$ cat config.mk
export PLATFORM = sky130hd
export DESIGN_NAME = modular_exponentiation_top
export DESIGN_NICKNAME = d
export VERILOG_FILES = /design/src/rtl/core/modexp_pkg.sv /design/src/rtl/core/modexp_mulmod.sv /design/src/rtl/core/modular_exponentiation_top.sv
export SDC_FILE = /design/constraint.sdc
export NUM_CORES = 1
export LEC_CHECK = 0
export ABC_AREA = 0
export BUFFER_PORTS_ARGS = -buffer_cell sky130_fd_sc_hd__clkbuf_2
export CORE_MARGIN = 2
export CORE_UTILIZATION = 59
export CTS_CLUSTER_DIAMETER = 60
export DETAILED_ROUTE_END_ITERATION = 7
export PLACE_DENSITY = 0.81
export SLEW_MARGIN = 40
export SYNTH_ARGS = -nofsm -noshare
export SYNTH_HDL_FRONTEND = slang
export SYNTH_HIERARCHICAL = 1
export SYNTH_SLANG_ARGS = --single-unit
$ cat constraint.sdc
create_clock -name clk -period 7.9 [get_ports clk]
set_input_delay 2.37 -clock clk [delete_from_list [all_inputs] [get_ports clk]]
set_output_delay 2.37 -clock clk [all_outputs]
set_load 0.01 [all_outputs]
$ cat src/rtl/core/modexp_pkg.sv
// shared constants and handshake structs for the modular exponentiation block
`default_nettype none
package modexp_pkg;

	localparam int WORD_W = 31;
	localparam int EXP_W  = 63;
	localparam int CNT_W  = $clog2(WORD_W);
	localparam int IN_W   = ((WORD_W + EXP_W + 7) / 8) * 8;
	localparam int OUT_W  = ((WORD_W + 7) / 8) * 8;

	localparam logic [WORD_W-1:0] DEFAULT_MODULUS = WORD_W'(1000000007);
	localparam logic [WORD_W-1:0] ONE_WORD        = WORD_W'(1);

	typedef struct packed {
		logic              start;
		logic [WORD_W-1:0] x;
		logic [WORD_W-1:0] y;
		logic [WORD_W-1:0] m;
	} mm_req_t;

	typedef struct packed {
		logic              done;
		logic [WORD_W-1:0] res;
	} mm_rsp_t;

endpackage
`default_nettype wire

$ cat src/rtl/core/modexp_mulmod.sv
// bit-serial interleaved modular multiplier, one multiplier bit per cycle
`default_nettype none
module modexp_mulmod (
	input  wire logic              clk,
	input  wire logic              arst_n,
	input  wire modexp_pkg::mm_req_t req,
	output modexp_pkg::mm_rsp_t    rsp
);

	logic                                busy_q;
	logic                                done_q;
	logic [modexp_pkg::CNT_W-1:0]        cnt_q;
	logic [modexp_pkg::WORD_W-1:0]       r_q;
	logic [modexp_pkg::WORD_W-1:0]       x_q;
	logic [modexp_pkg::WORD_W-1:0]       y_q;
	logic [modexp_pkg::WORD_W-1:0]       m_q;

	logic [modexp_pkg::WORD_W:0]         dbl;
	logic [modexp_pkg::WORD_W:0]         dbl_red;
	logic [modexp_pkg::WORD_W:0]         sum;
	logic [modexp_pkg::WORD_W:0]         sum_red;

	// r = (2r + bit*x) mod m, with r, x below m
	always_comb begin
		dbl     = {r_q, 1'b0};
		dbl_red = (dbl >= {1'b0, m_q}) ? dbl - {1'b0, m_q} : dbl;
		sum     = dbl_red + (y_q[modexp_pkg::WORD_W-1] ? {1'b0, x_q} : '0);
		sum_red = (sum >= {1'b0, m_q}) ? sum - {1'b0, m_q} : sum;
	end

	always_ff @(posedge clk or negedge arst_n) begin
		if (!arst_n) begin
			busy_q <= 1'b0;
			done_q <= 1'b0;
			cnt_q  <= '0;
		end else begin
			done_q <= busy_q && (cnt_q == '0);
			if (busy_q) begin
				cnt_q <= cnt_q - 1'b1;
				if (cnt_q == '0) begin
					busy_q <= 1'b0;
				end
			end else if (req.start) begin
				busy_q <= 1'b1;
				cnt_q  <= modexp_pkg::CNT_W'(modexp_pkg::WORD_W - 1);
			end
		end
	end

	always_ff @(posedge clk) begin
		if (busy_q) begin
			r_q <= sum_red[modexp_pkg::WORD_W-1:0];
			y_q <= {y_q[modexp_pkg::WORD_W-2:0], 1'b0};
		end else if (req.start) begin
			r_q <= '0;
			x_q <= req.x;
			y_q <= req.y;
			m_q <= req.m;
		end
	end

	assign rsp.done = done_q;
	assign rsp.res  = r_q;

endmodule
`default_nettype wire

$ cat src/rtl/core/modular_exponentiation_top.sv
// modular exponentiation top level: square-and-multiply sequencer around one modular multiplier
//
//  channel  | dir | handshake          | payload
//  s_*      | in  | s_tvalid/s_tready  | s_tdata: base[30:0], exponent[93:31], zero pad
//  m_*      | out | m_tvalid/m_tready  | m_tdata: power[30:0], zero pad
//  cfg_*    | in  | cfg_valid/cfg_ready| cfg_data: modulus[30:0]
//
// each modular product runs 31 bit steps in the multiplier.
// a zero exponent runs the base reduction only; a modulus below 2 skips the multiplier.
// s_tready is high only while idle; a finished result waits in the output register.
// reset loads the modulus with 1000000007 and drops all valids.
`default_nettype none
module modular_exponentiation_top (
	input  wire logic                          clk,
	input  wire logic                          arst_n,
	input  wire logic                          s_tvalid,
	output logic                               s_tready,
	input  wire logic [modexp_pkg::IN_W-1:0]   s_tdata,  // base, exponent, pad
	output logic                               m_tvalid,
	input  wire logic                          m_tready,
	output logic [modexp_pkg::OUT_W-1:0]       m_tdata,  // power, pad
	input  wire logic                          cfg_valid,
	output logic                               cfg_ready,
	input  wire logic [modexp_pkg::WORD_W-1:0] cfg_data  // modulus
);

	typedef enum logic [2:0] {
		ST_IDLE,
		ST_RED,
		ST_STEP,
		ST_MUL,
		ST_SQR,
		ST_OUT
	} state_t;

	state_t                         state_q;
	logic [modexp_pkg::WORD_W-1:0]  mod_q;
	logic [modexp_pkg::WORD_W-1:0]  acc_q;
	logic [modexp_pkg::WORD_W-1:0]  b_q;
	logic [modexp_pkg::EXP_W-1:0]   e_q;
	logic                           m_tvalid_q;
	logic [modexp_pkg::WORD_W-1:0]  power_q;
	logic                           start_q;
	logic [modexp_pkg::WORD_W-1:0]  x_q;
	logic [modexp_pkg::WORD_W-1:0]  y_q;

	modexp_pkg::mm_req_t mm_req;
	modexp_pkg::mm_rsp_t mm_rsp;

	logic                           out_free;

	assign mm_req.start = start_q;
	assign mm_req.x     = x_q;
	assign mm_req.y     = y_q;
	assign mm_req.m     = mod_q;

	modexp_mulmod u_mulmod (
		.clk    (clk),
		.arst_n (arst_n),
		.req    (mm_req),
		.rsp    (mm_rsp)
	);

	assign s_tready  = (state_q == ST_IDLE);
	assign cfg_ready = 1'b1;
	assign m_tvalid  = m_tvalid_q;
	assign m_tdata   = modexp_pkg::OUT_W'(power_q);
	assign out_free  = !m_tvalid_q || m_tready;

	always_ff @(posedge clk or negedge arst_n) begin
		if (!arst_n) begin
			state_q    <= ST_IDLE;
			mod_q      <= modexp_pkg::DEFAULT_MODULUS;
			m_tvalid_q <= 1'b0;
			start_q    <= 1'b0;
		end else begin
			// one-cycle pulse whenever a product is launched
			start_q <= ((state_q == ST_IDLE) && s_tvalid
					&& (mod_q >= modexp_pkg::WORD_W'(2)))
				|| ((state_q == ST_STEP) && (e_q != '0))
				|| ((state_q == ST_MUL) && mm_rsp.done
					&& (e_q[modexp_pkg::EXP_W-1:1] != '0));
			m_tvalid_q <= ((state_q == ST_OUT) && out_free) || (m_tvalid_q && !m_tready);
			if (cfg_valid) begin
				mod_q <= cfg_data;
			end
			case (state_q)
				ST_IDLE: begin
					if (s_tvalid) begin
						e_q <= s_tdata[modexp_pkg::WORD_W +: modexp_pkg::EXP_W];
						if (mod_q < modexp_pkg::WORD_W'(2)) begin
							acc_q   <= '0;
							state_q <= ST_OUT;
						end else begin
							// base mod m by horner over the base bits
							x_q     <= modexp_pkg::ONE_WORD;
							y_q     <= s_tdata[modexp_pkg::WORD_W-1:0];
							state_q <= ST_RED;
						end
					end
				end
				ST_RED: begin
					if (mm_rsp.done) begin
						b_q     <= mm_rsp.res;
						acc_q   <= modexp_pkg::ONE_WORD;
						state_q <= ST_STEP;
					end
				end
				ST_STEP: begin
					if (e_q == '0) begin
						state_q <= ST_OUT;
					end else if (e_q[0]) begin
						x_q     <= acc_q;
						y_q     <= b_q;
						state_q <= ST_MUL;
					end else begin
						x_q     <= b_q;
						y_q     <= b_q;
						state_q <= ST_SQR;
					end
				end
				ST_MUL: begin
					if (mm_rsp.done) begin
						acc_q <= mm_rsp.res;
						// no higher bits left: the square would not be used
						if (e_q[modexp_pkg::EXP_W-1:1] == '0) begin
							state_q <= ST_OUT;
						end else begin
							x_q     <= b_q;
							y_q     <= b_q;
							state_q <= ST_SQR;
						end
					end
				end
				ST_SQR: begin
					if (mm_rsp.done) begin
						b_q     <= mm_rsp.res;
						e_q     <= e_q >> 1;
						state_q <= ST_STEP;
					end
				end
				ST_OUT: begin
					if (out_free) begin
						power_q <= acc_q;
						state_q <= ST_IDLE;
					end
				end
				default: begin
					state_q <= ST_IDLE;
				end
			endcase
		end
	end

endmodule
`default_nettype wire

# After elaboration in Yosys (flattened, before gate mapping)
# Index checks and enable logic that the tools add are counted.
[op_classes] n_addsub=4 reduce_logical=32 bitwise=1 n_mux=40 n_lt_le_gt_ge=4 eq_ne=15
[op_table] cell="two-way mux 31 bit" n=19
[op_table] cell="one-hot mux 31 bit (3 select lines)" n=3
[op_table] cell="two-way mux 63 bit" n=2
[op_table] cell="one-hot mux 63 bit (2 select lines)" n=1
[op_table] cell=">= comparator 32 x 31 -> 1 bit" n=2
[op_table] cell="logical NOT 63 bit" n=1
[op_table] cell="nonzero test 63 bit" n=1
[op_table] cell="logical NOT 62 bit" n=1
[op_table] cell="nonzero test 62 bit" n=1
[op_table] cell="adder 32 x 31 -> 32 bit" n=1
[op_table] cell="two-way mux 32 bit" n=1
[op_table] cell="subtractor 32 x 31 -> 32 bit" n=1
[op_table] cell=">= comparator 31 x 2 -> 1 bit, second input constant" n=1
[op_table] cell="less-than comparator 31 x 2 -> 1 bit, second input constant" n=1
[op_table] cell="subtractor 31 bit" n=1
[op_table] cell="two-way mux 3 bit" n=7
[op_table] cell="one-hot mux 3 bit (5 select lines)" n=1
[op_table] cell="two-way mux 5 bit" n=2
[op_table] cell="inequality test 2 x 1 -> 1 bit, second input constant" n=5
[op_table] cell="inequality test 2 bit, second input constant" n=5
[op_table] cell="logical AND 1 bit" n=8
[op_table] cell="AND reduction 4 bit" n=2
[op_table] cell="AND reduction 7 bit" n=1
[op_table] cell="equality test 3 x 2 -> 1 bit, second input constant" n=2
[op_table] cell="other kinds (15)" n=26
[totals] reg_bits=385 elab_cells=114 input_bits=132

# Depth between registers and ports, before layout
# Gate-level depths: netlist (run 1).
[depth] ltp_word=6 mapped_depth=35 depth_no_buf=32

# By module
# The synthesis (run 1) kept the hierarchy.
[modules_own_cells] mod="modexp_mulmod" cells_each=1081 area_each_um2=10353.7 instances=1 seq_area_each_um2=3888.7
[modules_own_cells] mod="modular_exponentiation_top" cells_each=688 area_each_um2=10187.3 instances=1 seq_area_each_um2=7467.2

# Least setup slack after synthesis (run 1)
# No wires, ideal clock.
[synth_path] path_type="register -> register" from="register u_mulmod/r_q[20] (netlist bit)" to="register u_mulmod/r_q[20] (netlist bit) (data pin)" arrival_ns=6.667 required_ns=7.631 period_less_slack_ns=6.936 setup_ns=0.269 setup_slack_ns=0.964 stages_incl_launch_ff=30 path_cell_list="edfxtp_1 > ha_1 > a21o_1 > a21o_1 > a221o_1 > a211oi_1 > o31a_1 > buf_6 > clkbuf_1 > mux2_2 > ha_1 > nand4_1 > nor4_1 > o31ai_1 > a2111oi_2 > or3_1 > a21oi_1 > xnor2_1 > ha_1 > and4_1 > and4_1 > a31o_2 > o21ai_0 > o211ai_1 > a31oi_1 > a21oi_1 > or2_2 > clkbuf_1 > nor3_1 > nor3_2"
[synth_via] elab_chain_len=6
[synth_rtl] item="from (decl)" line="modexp_mulmod.sv:13" rtl="logic [modexp_pkg::WORD_W-1:0] r_q;"
[synth_rtl] item="from (signal assigned)" line="modexp_mulmod.sv:52" rtl="r_q <= sum_red[modexp_pkg::WORD_W-1:0];"
[synth_rtl] item="subtractor 32 x 31 -> 32 bit or >= comparator 32 x 31 -> 1 bit (tied branches)" line="modexp_mulmod.sv:26" rtl="dbl_red = (dbl >= {1'b0, m_q}) ? dbl - {1'b0, m_q} : dbl;"
[synth_rtl] item="two-way mux 32 bit *" line="modexp_mulmod.sv:26"
[synth_rtl] item="adder 32 x 31 -> 32 bit *" line="modexp_mulmod.sv:27" rtl="sum = dbl_red + (y_q[modexp_pkg::WORD_W-1] ? {1'b0, x_q} : '0);"
[synth_rtl] item=">= comparator 32 x 31 -> 1 bit or subtractor 31 bit (tied branches)" line="modexp_mulmod.sv:28" rtl="sum_red = (sum >= {1'b0, m_q}) ? sum - {1'b0, m_q} : sum;"
[synth_rtl] item="two-way mux 31 bit *" line="modexp_mulmod.sv:28"
[synth_rtl] item="two-way mux 31 bit *" line="modexp_mulmod.sv:51" rtl="if (busy_q) begin"
# Every way passes the cells marked *; elsewhere a longest branch is shown, timed or not.
# A chain may end at the register's enable or synchronous reset.

# Final worst setup path (run 1)
[layout_path] from="register u_mulmod/r_q[19] (netlist bit)" to="register u_mulmod/r_q[20] (netlist bit) (data pin)"
[layout_via] elab_chain_len=6
[layout_rtl] item="subtractor 32 x 31 -> 32 bit or >= comparator 32 x 31 -> 1 bit (tied branches)" line="modexp_mulmod.sv:26"
[layout_rtl] item="two-way mux 32 bit *" line="modexp_mulmod.sv:26"
[layout_rtl] item="adder 32 x 31 -> 32 bit *" line="modexp_mulmod.sv:27"
[layout_rtl] item="subtractor 31 bit or >= comparator 32 x 31 -> 1 bit (tied branches)" line="modexp_mulmod.sv:28"
[layout_rtl] item="two-way mux 31 bit *" line="modexp_mulmod.sv:28"
[layout_rtl] item="two-way mux 31 bit *" line="modexp_mulmod.sv:51"
# Marks and branches as above.

==> impl_metrics.yaml, run 1 <==
run_status:
  status: "completed"
critical_path:
  slowest_stage: "edfxtp_1"
  critical_path_required_ns: 8.19
  crit_type: "register to register"
  cp-end-kind: "register"
  slowest_delay_ns: 0.49
  crit_fanout: 21
  arrival_ns: 7.89
  r2r_cells: 31
  start_kind: "register"
timing:
  max_freq_mhz: 131.5
  slew_violations: 0
  fin_crit_ns: 7.604
  worstMarginPinSlew_ns: 0.7901
  setup_viol: 0
  hold_viol: 0
  finalCritPeriodShare_pct: 96.26
  hold_slack_ns: 0.4170
  slew_headroom_pct: 47.33
  fin_skew_ns: 0.01763
detailed_routing:
  drc: 0
  vias: 14760
  wl_per_cell_microns: 20.15
  dr.pass1.iters: 6
  final_antenna_net_count: 0
  viasPerCell: 6.065
  drt_iter0_markers: 1493
  wirelength_microns: 49040
yosys:
  synth_top_area_cell: "edfxtp_1"
  syn-instance-count: 1769
  synth-xor-area-share_pct: 3.490
  yosys_warnings: 6
  synthMuxAreaShare_pct: 5.531
  synth_seq_cells: 385
  synth_edf_count: 341
  synth_fa_ha_area_share_pct: 6.079
  syn_area_sq_mm: 0.02054
  yosysUniqueCellTypes: 84
  yosysSeqAreaShare_pct: 55.28
  synth_area_leaders: "edfxtp_1 (50%), ha_1 (5.8%), mux2_2 (4.9%)"
  synth_compound_area_share_pct: 13.91
  synth_top_family_by_area: "compound AO/OA/AOI/OAI gates"
  synth-simple-area-share_pct: 12.68
  ys.flop_type: "edfxtp_1"
  syn_avg_cell_area_sq_um: 11.61
  yosysTopAreaCellShare_pct: 49.85
  async_reset_ff_share_pct: 11.17
  synth_nets: 1999
final_layout:
  stdcell_count: 2434
  utilization_pct: 68.36
  layout_common_cells: "edfxtp_1 (341), nand2_1 (233), clkbuf_2 (162), a21oi_1 (133), mux2_2 (90)"
  final_common_cell: "edfxtp_1"
  syn2layout_area_growth_pct: 14.40
  nNetsFinal: 2176
  drive_gt1_share_pct: 22.08
  fillers: 2499
  n_antenna_cell: 0
clock_tree:
  cts_root_buf: "clkbuf_16"
  worst_skew_pair.late_latency_ns: 0.56
  cts.clk_slew.worst_paths_ns: 0.06
  clockBufferDepth: 3
  cts_buffers: 41
  ctsHtreeMaxLevel: 2
  cts_tree: "yes"
  cts_hold_buffers: 0
  numClockSinks: 385
placed_design:
  portBuffers: 162
  hpwl_microns: 34950
  gp_congestion: 0.9396
  dp.cells: 2349
grt:
  grt_pass1_wl_microns: 76720
  first_global_vias: 14210
  overflow: 0
  grt_max_degree: 65
  grt.total_usage_pct: 27.02
  antenna_found_initial: 0
worst_hold_path:
  min_path_type: "register to register"
  holdPathStages: 0
flow_run:
  cap_violations: 0
floorplan:
  pin_count: 167
  rows: 68
  die_w_microns: 190.6
  fp.dieArea_sq_mm: 0.03632
  initial_utilization_pct: 59.76
  die_h_microns: 190.6
  core_sq_mm: 0.03437
==> state kept, by name, indices dropped and copies added (netlist names) <==
register and flops:
acc_q 31, b_q 31, e_q 63, m_tvalid 1, mod_q 31, power_q 31
start_q 1, state_q 3, u_mulmod/busy_q 1, u_mulmod/cnt_q 5, u_mulmod/done_q 1, u_mulmod/m_q 31
u_mulmod/r_q 31, u_mulmod/x_q 31, u_mulmod/y_q 31, x_q 31, y_q 31
==> cell usage after synthesis, types with 11 or more instances <==
cell type  number
dfrtp_1        27
o31ai_1        17
nand3_1        42
a31oi_1        15
nor2_1         55
and2_1         35
nand2b_1       15
ha_1           95
dfstp_2        16
inv_1          64
nand2_1       234
nor4_1         26
xor2_1         28
a22o_1         31
mux2_2         90
buf_2          11
a21o_1         46
nand4_1        23
a21oi_1       135
o21ai_0        65
o21ai_1        20
o21bai_1       17
clkbuf_1       45
o21a_1         15
xnor2_1        52
nor3_1         18
edfxtp_1      341
and3_1         42
==> critical path, delay by kind of cell (launching register included) <==
family / cells / cell delay (ns)
AOI/OAI and AO/OA: 13 / 2.58
and+or+nand+nor: 11 / 2.46
buffers and inverters: 3 / 0.53
xor gates and xnor gates: 1 / 0.12
DFF: 1 / 0.49
adders and majority gates: 3 / 1.15
==> cell type report <==
type                            instances  area, sq um  share of cell area (%)
Multi-Input combinational cell       1242         8761                   37.28
Clock inverter                         21        175.2                  0.7454
Timing Repair Buffer                  212         1256                   5.346
Tap cell                              455        569.3                   2.423
Inverter                               64        240.2                   1.022
Clock buffer                           55         1140                   4.851
Sequential cell                       385        11360                   48.33
==> per-stage QoR <==
step / setup WS, ns / instance area [sq um] / TNS, ns
3_5_place_dp: 0.08386 / 21960 / 0
4_1_cts: 0.07387 / 23270 / 0
5_1_grt: -0.04127 / 23500 / -0.1064
2_1_floorplan: 0.9643 / 20540 / 0
6_report: 0.2956 / 23500 / 0
3_3_place_gp: 0.2959 / 21940 / 0
==> metal layers <==
layer / GRT usage (%) / vias up / wire, microns
li1: - / 6968 / -
met1: 40.48 / 7040 / 21800
met2: 41.83 / 685 / 22320
met3: 3.349 / 70 / 3905
met4: 7.335 / 0 / 1013
met5: 0 / - / 0
==> repair_timing <==
item | CTS | global route
buffers inserted | 0 | 7
endpoints found under the setup margin | 0 | 31
resized for setup | 0 | 27
==> path summary, 6_finish.rpt <==
kind                                  start           endpoint  slack [ns]
min in group asynchronous            arst_n  u_mulmod/cnt_q[1]        1.83
hold reg to reg                     x_q[24]   u_mulmod/x_q[24]        0.42
setup / recovery           u_mulmod/r_q[19]   u_mulmod/r_q[20]        0.30
setup reg to reg           u_mulmod/r_q[19]   u_mulmod/r_q[20]        0.30
max in group asynchronous            arst_n          mod_q[11]        5.24
hold / removal                      x_q[24]   u_mulmod/x_q[24]        0.42
==> logic make-up after synthesis <==
group           count (synthesis)
fa+ha+maj                      98
mux                           101
buf+inv                       142
compound gates                430
simple gates                  530
other cells                     2
xor+xnor                       81
flops                         385
Power of run 1 is not shown: default switching activity piles up to over one toggle a cycle in this logic, so the estimate is an artifact.
==> run 2, diff against run 1 <==
ABC_AREA = 1   (was 0)
CTS_BUF_LIST = sky130_fd_sc_hd__clkbuf_16   (was not set)
PLACE_DENSITY = 0.8   (was 0.81)
==> impl_metrics.yaml, run 2 <==
run_status:
  status: "completed"
critical_path:
  cp_common_cell: "nand2_1"
  cp-end-kind: "register"
  slowest_delay_ns: 0.52
  critical_path_required_ns: 8.23
  slowest_stage: "edfxtp_1"
  crit_fanout: 31
  arrival_ns: 7.31
  crit_type: "register to register"
  r2r_slack_ns: 0.92
  r2r_cells: 37
  start_kind: "register"
yosys:
  ys.flop_type: "edfxtp_1"
  synth_seq_cells: 385
  syn_avg_cell_area_sq_um: 8.426
  synthTopCellsByCount: "nand2_1 (790), inv_1 (398), edfxtp_1 (341)"
  synth_edf_count: 341
  syn-instance-count: 2640
  yosysTopAreaCellShare_pct: 46.03
  yosysUniqueCellTypes: 48
  synth_top_area_cell: "edfxtp_1"
  syn_area_sq_mm: 0.02225
  synth_nets: 2870
  yosys_warnings: 6
  yosysSeqAreaShare_pct: 51.05
  synth_area_leaders: "edfxtp_1 (46%), nand2_1 (13%), inv_1 (6.7%)"
  async_reset_ff_share_pct: 11.17
  yosysMostFrequentCell: "nand2_1"
timing:
  max_freq_mhz: 143.2
  hold_viol: 0
  setup_viol: 0
  slew_violations: 0
  worstMarginPinSlew_ns: 0.8226
  finalCritPeriodShare_pct: 88.38
  finalSetupTns_ns: 0
  fin_skew_ns: 0.03159
  fin_crit_ns: 6.982
  slew_headroom_pct: 45.16
  rsz0062_at_grt: "false"
floorplan:
  fp.dieArea_sq_mm: 0.03927
  core_sq_mm: 0.03740
  rows: 71
  die_w_microns: 198.2
  die_h_microns: 198.2
  pin_count: 167
  initial_utilization_pct: 59.48
final_layout:
  largest_reg_flops: 63
  final_common_cell: "nand2_1"
  fillers: 3082
  syn2layout_area_growth_pct: 11.82
  nNetsFinal: 3023
  drive_gt1_share_pct: 11.06
  layout_common_cells: "nand2_1 (789), inv_1 (401), edfxtp_1 (341), nor2_1 (239), o21ai_0 (180)"
  n_antenna_cell: 0
  top_register: "e_q"
worst_hold_path:
  min_path_type: "register to register"
  holdPathStages: 0
clock_tree:
  cts_resized: 0
  cts_hold_buffers: 0
  post_cts_buffers: 0
  worst_skew_pair.late_latency_ns: 0.58
  cts.clk_slew.worst_paths_ns: 0.06
  ctsHtreeMaxLevel: 2
  cts_root_buf: "clkbuf_16"
  cts_tree: "yes"
  clockBufferDepth: 3
  numClockSinks: 385
  cts_buffers: 41
grt:
  met1_usage_pct: 39.30
  grt_pass1_wl_microns: 87280
  use_met3_pct: 3.492
  first_global_vias: 17280
  grt_max_degree: 69
  antenna_found_initial: 0
  overflow: 0
  busiest_layer: "met2"
  grt.total_usage_pct: 28.88
  grt_use_met2_pct: 48.01
placed_design:
  gp_congestion: 0.9586
  portBuffers: 162
  hpwl_microns: 42600
flow_run:
  cap_violations: 0
detailed_routing:
  drt_iter0_markers: 1472
  vias: 17870
  wirelength_microns: 56010
  viasPerCell: 5.362
  final_antenna_net_count: 0
  wl_per_cell_microns: 16.80
  drc: 0
  dr.pass1.iters: 6
-- run 2: cell count changes in the layout (fill, tap and decap cells not counted), sizes merged, moves of 29 or more --
cell,change
mux2,-95
inv,+343
o21ai,+109
nand3,+29
nor2,+189
nand4,+29
and3,-41
a21o,-37
a21oi,-32
nand2,+571
and2,-34
-- run 2: critical path, delay by kind of cell, from the launching register on --
kind,cells,cell delay [ns]
simple gates,22,3.23
fa+ha+maj,3,1.14
compound gates,5,1.04
flops,1,0.52
buf+inv,6,0.43
xor+xnor,1,0.35
-- run 2: path summary, 6_finish.rpt --
kind / startpoint / end
worst max-delay path: u_mulmod/r_q[5] / u_mulmod/r_q[3]
worst min-delay path: x_q[13] / u_mulmod/x_q[13]
worst max register to register: u_mulmod/r_q[5] / u_mulmod/r_q[3]
worst min register to register: x_q[13] / u_mulmod/x_q[13]
max in group asynchronous: arst_n / u_mulmod/busy_q
min in group asynchronous: arst_n / mod_q[13]
-- run 2: final cells by class --
cell class                      count  area, sq um  area share (%)
Multi-Input combinational cell   1773         9062           36.43
Inverter                          407         1530           6.152
Clock buffer                       43         1076           4.326
Sequential cell                   385        11360           45.66
Clock inverter                     29        178.9          0.7193
Timing Repair Buffer              185         1030           4.140
Tap cell                          511        639.4           2.570
-- run 2: kinds of logic after synthesis --
logic type                 Yosys count  synth area share, %
xor gates and xnor gates            69                2.717
muxes                                5               0.2531
DFF                                385                51.05
adders and majority gates           98                5.613
buffers and inverters              482                8.403
AOI/OAI and AO/OA                  377                9.494
and+or+nand+nor                   1222                22.44
other                                2              0.03376
-- run 2: per-stage QoR --
| step | std cells | utilization [%] | instance area [sq um] | hold WS [ns] | setup slack [ns] |
|---|---|---|---|---|---|
| final | 3333 | 66.51 | 24870 | 0.4128 | 0.9183 |
| after detailed placement | 3260 | 63.08 | 23590 | 0.4045 | 1.152 |
| after floorplan | 2640 | - | 22250 | 0.4003 | 0.1297 |
| after CTS | 3332 | 66.44 | 24850 | 0.4141 | 1.081 |
| after global routing | 3333 | 66.51 | 24870 | 0.4257 | 0.3965 |
| after global placement | 3258 | 62.96 | 23550 | 0.4022 | 1.254 |
-- run 2: routing by layer --
layer,routed length [microns],vias up
met5,0,-
met4,1638,0
met3,3827,100
met2,26090,623
met1,24450,8233
li1,-,8916
Power of run 2 is left out for the same reason.
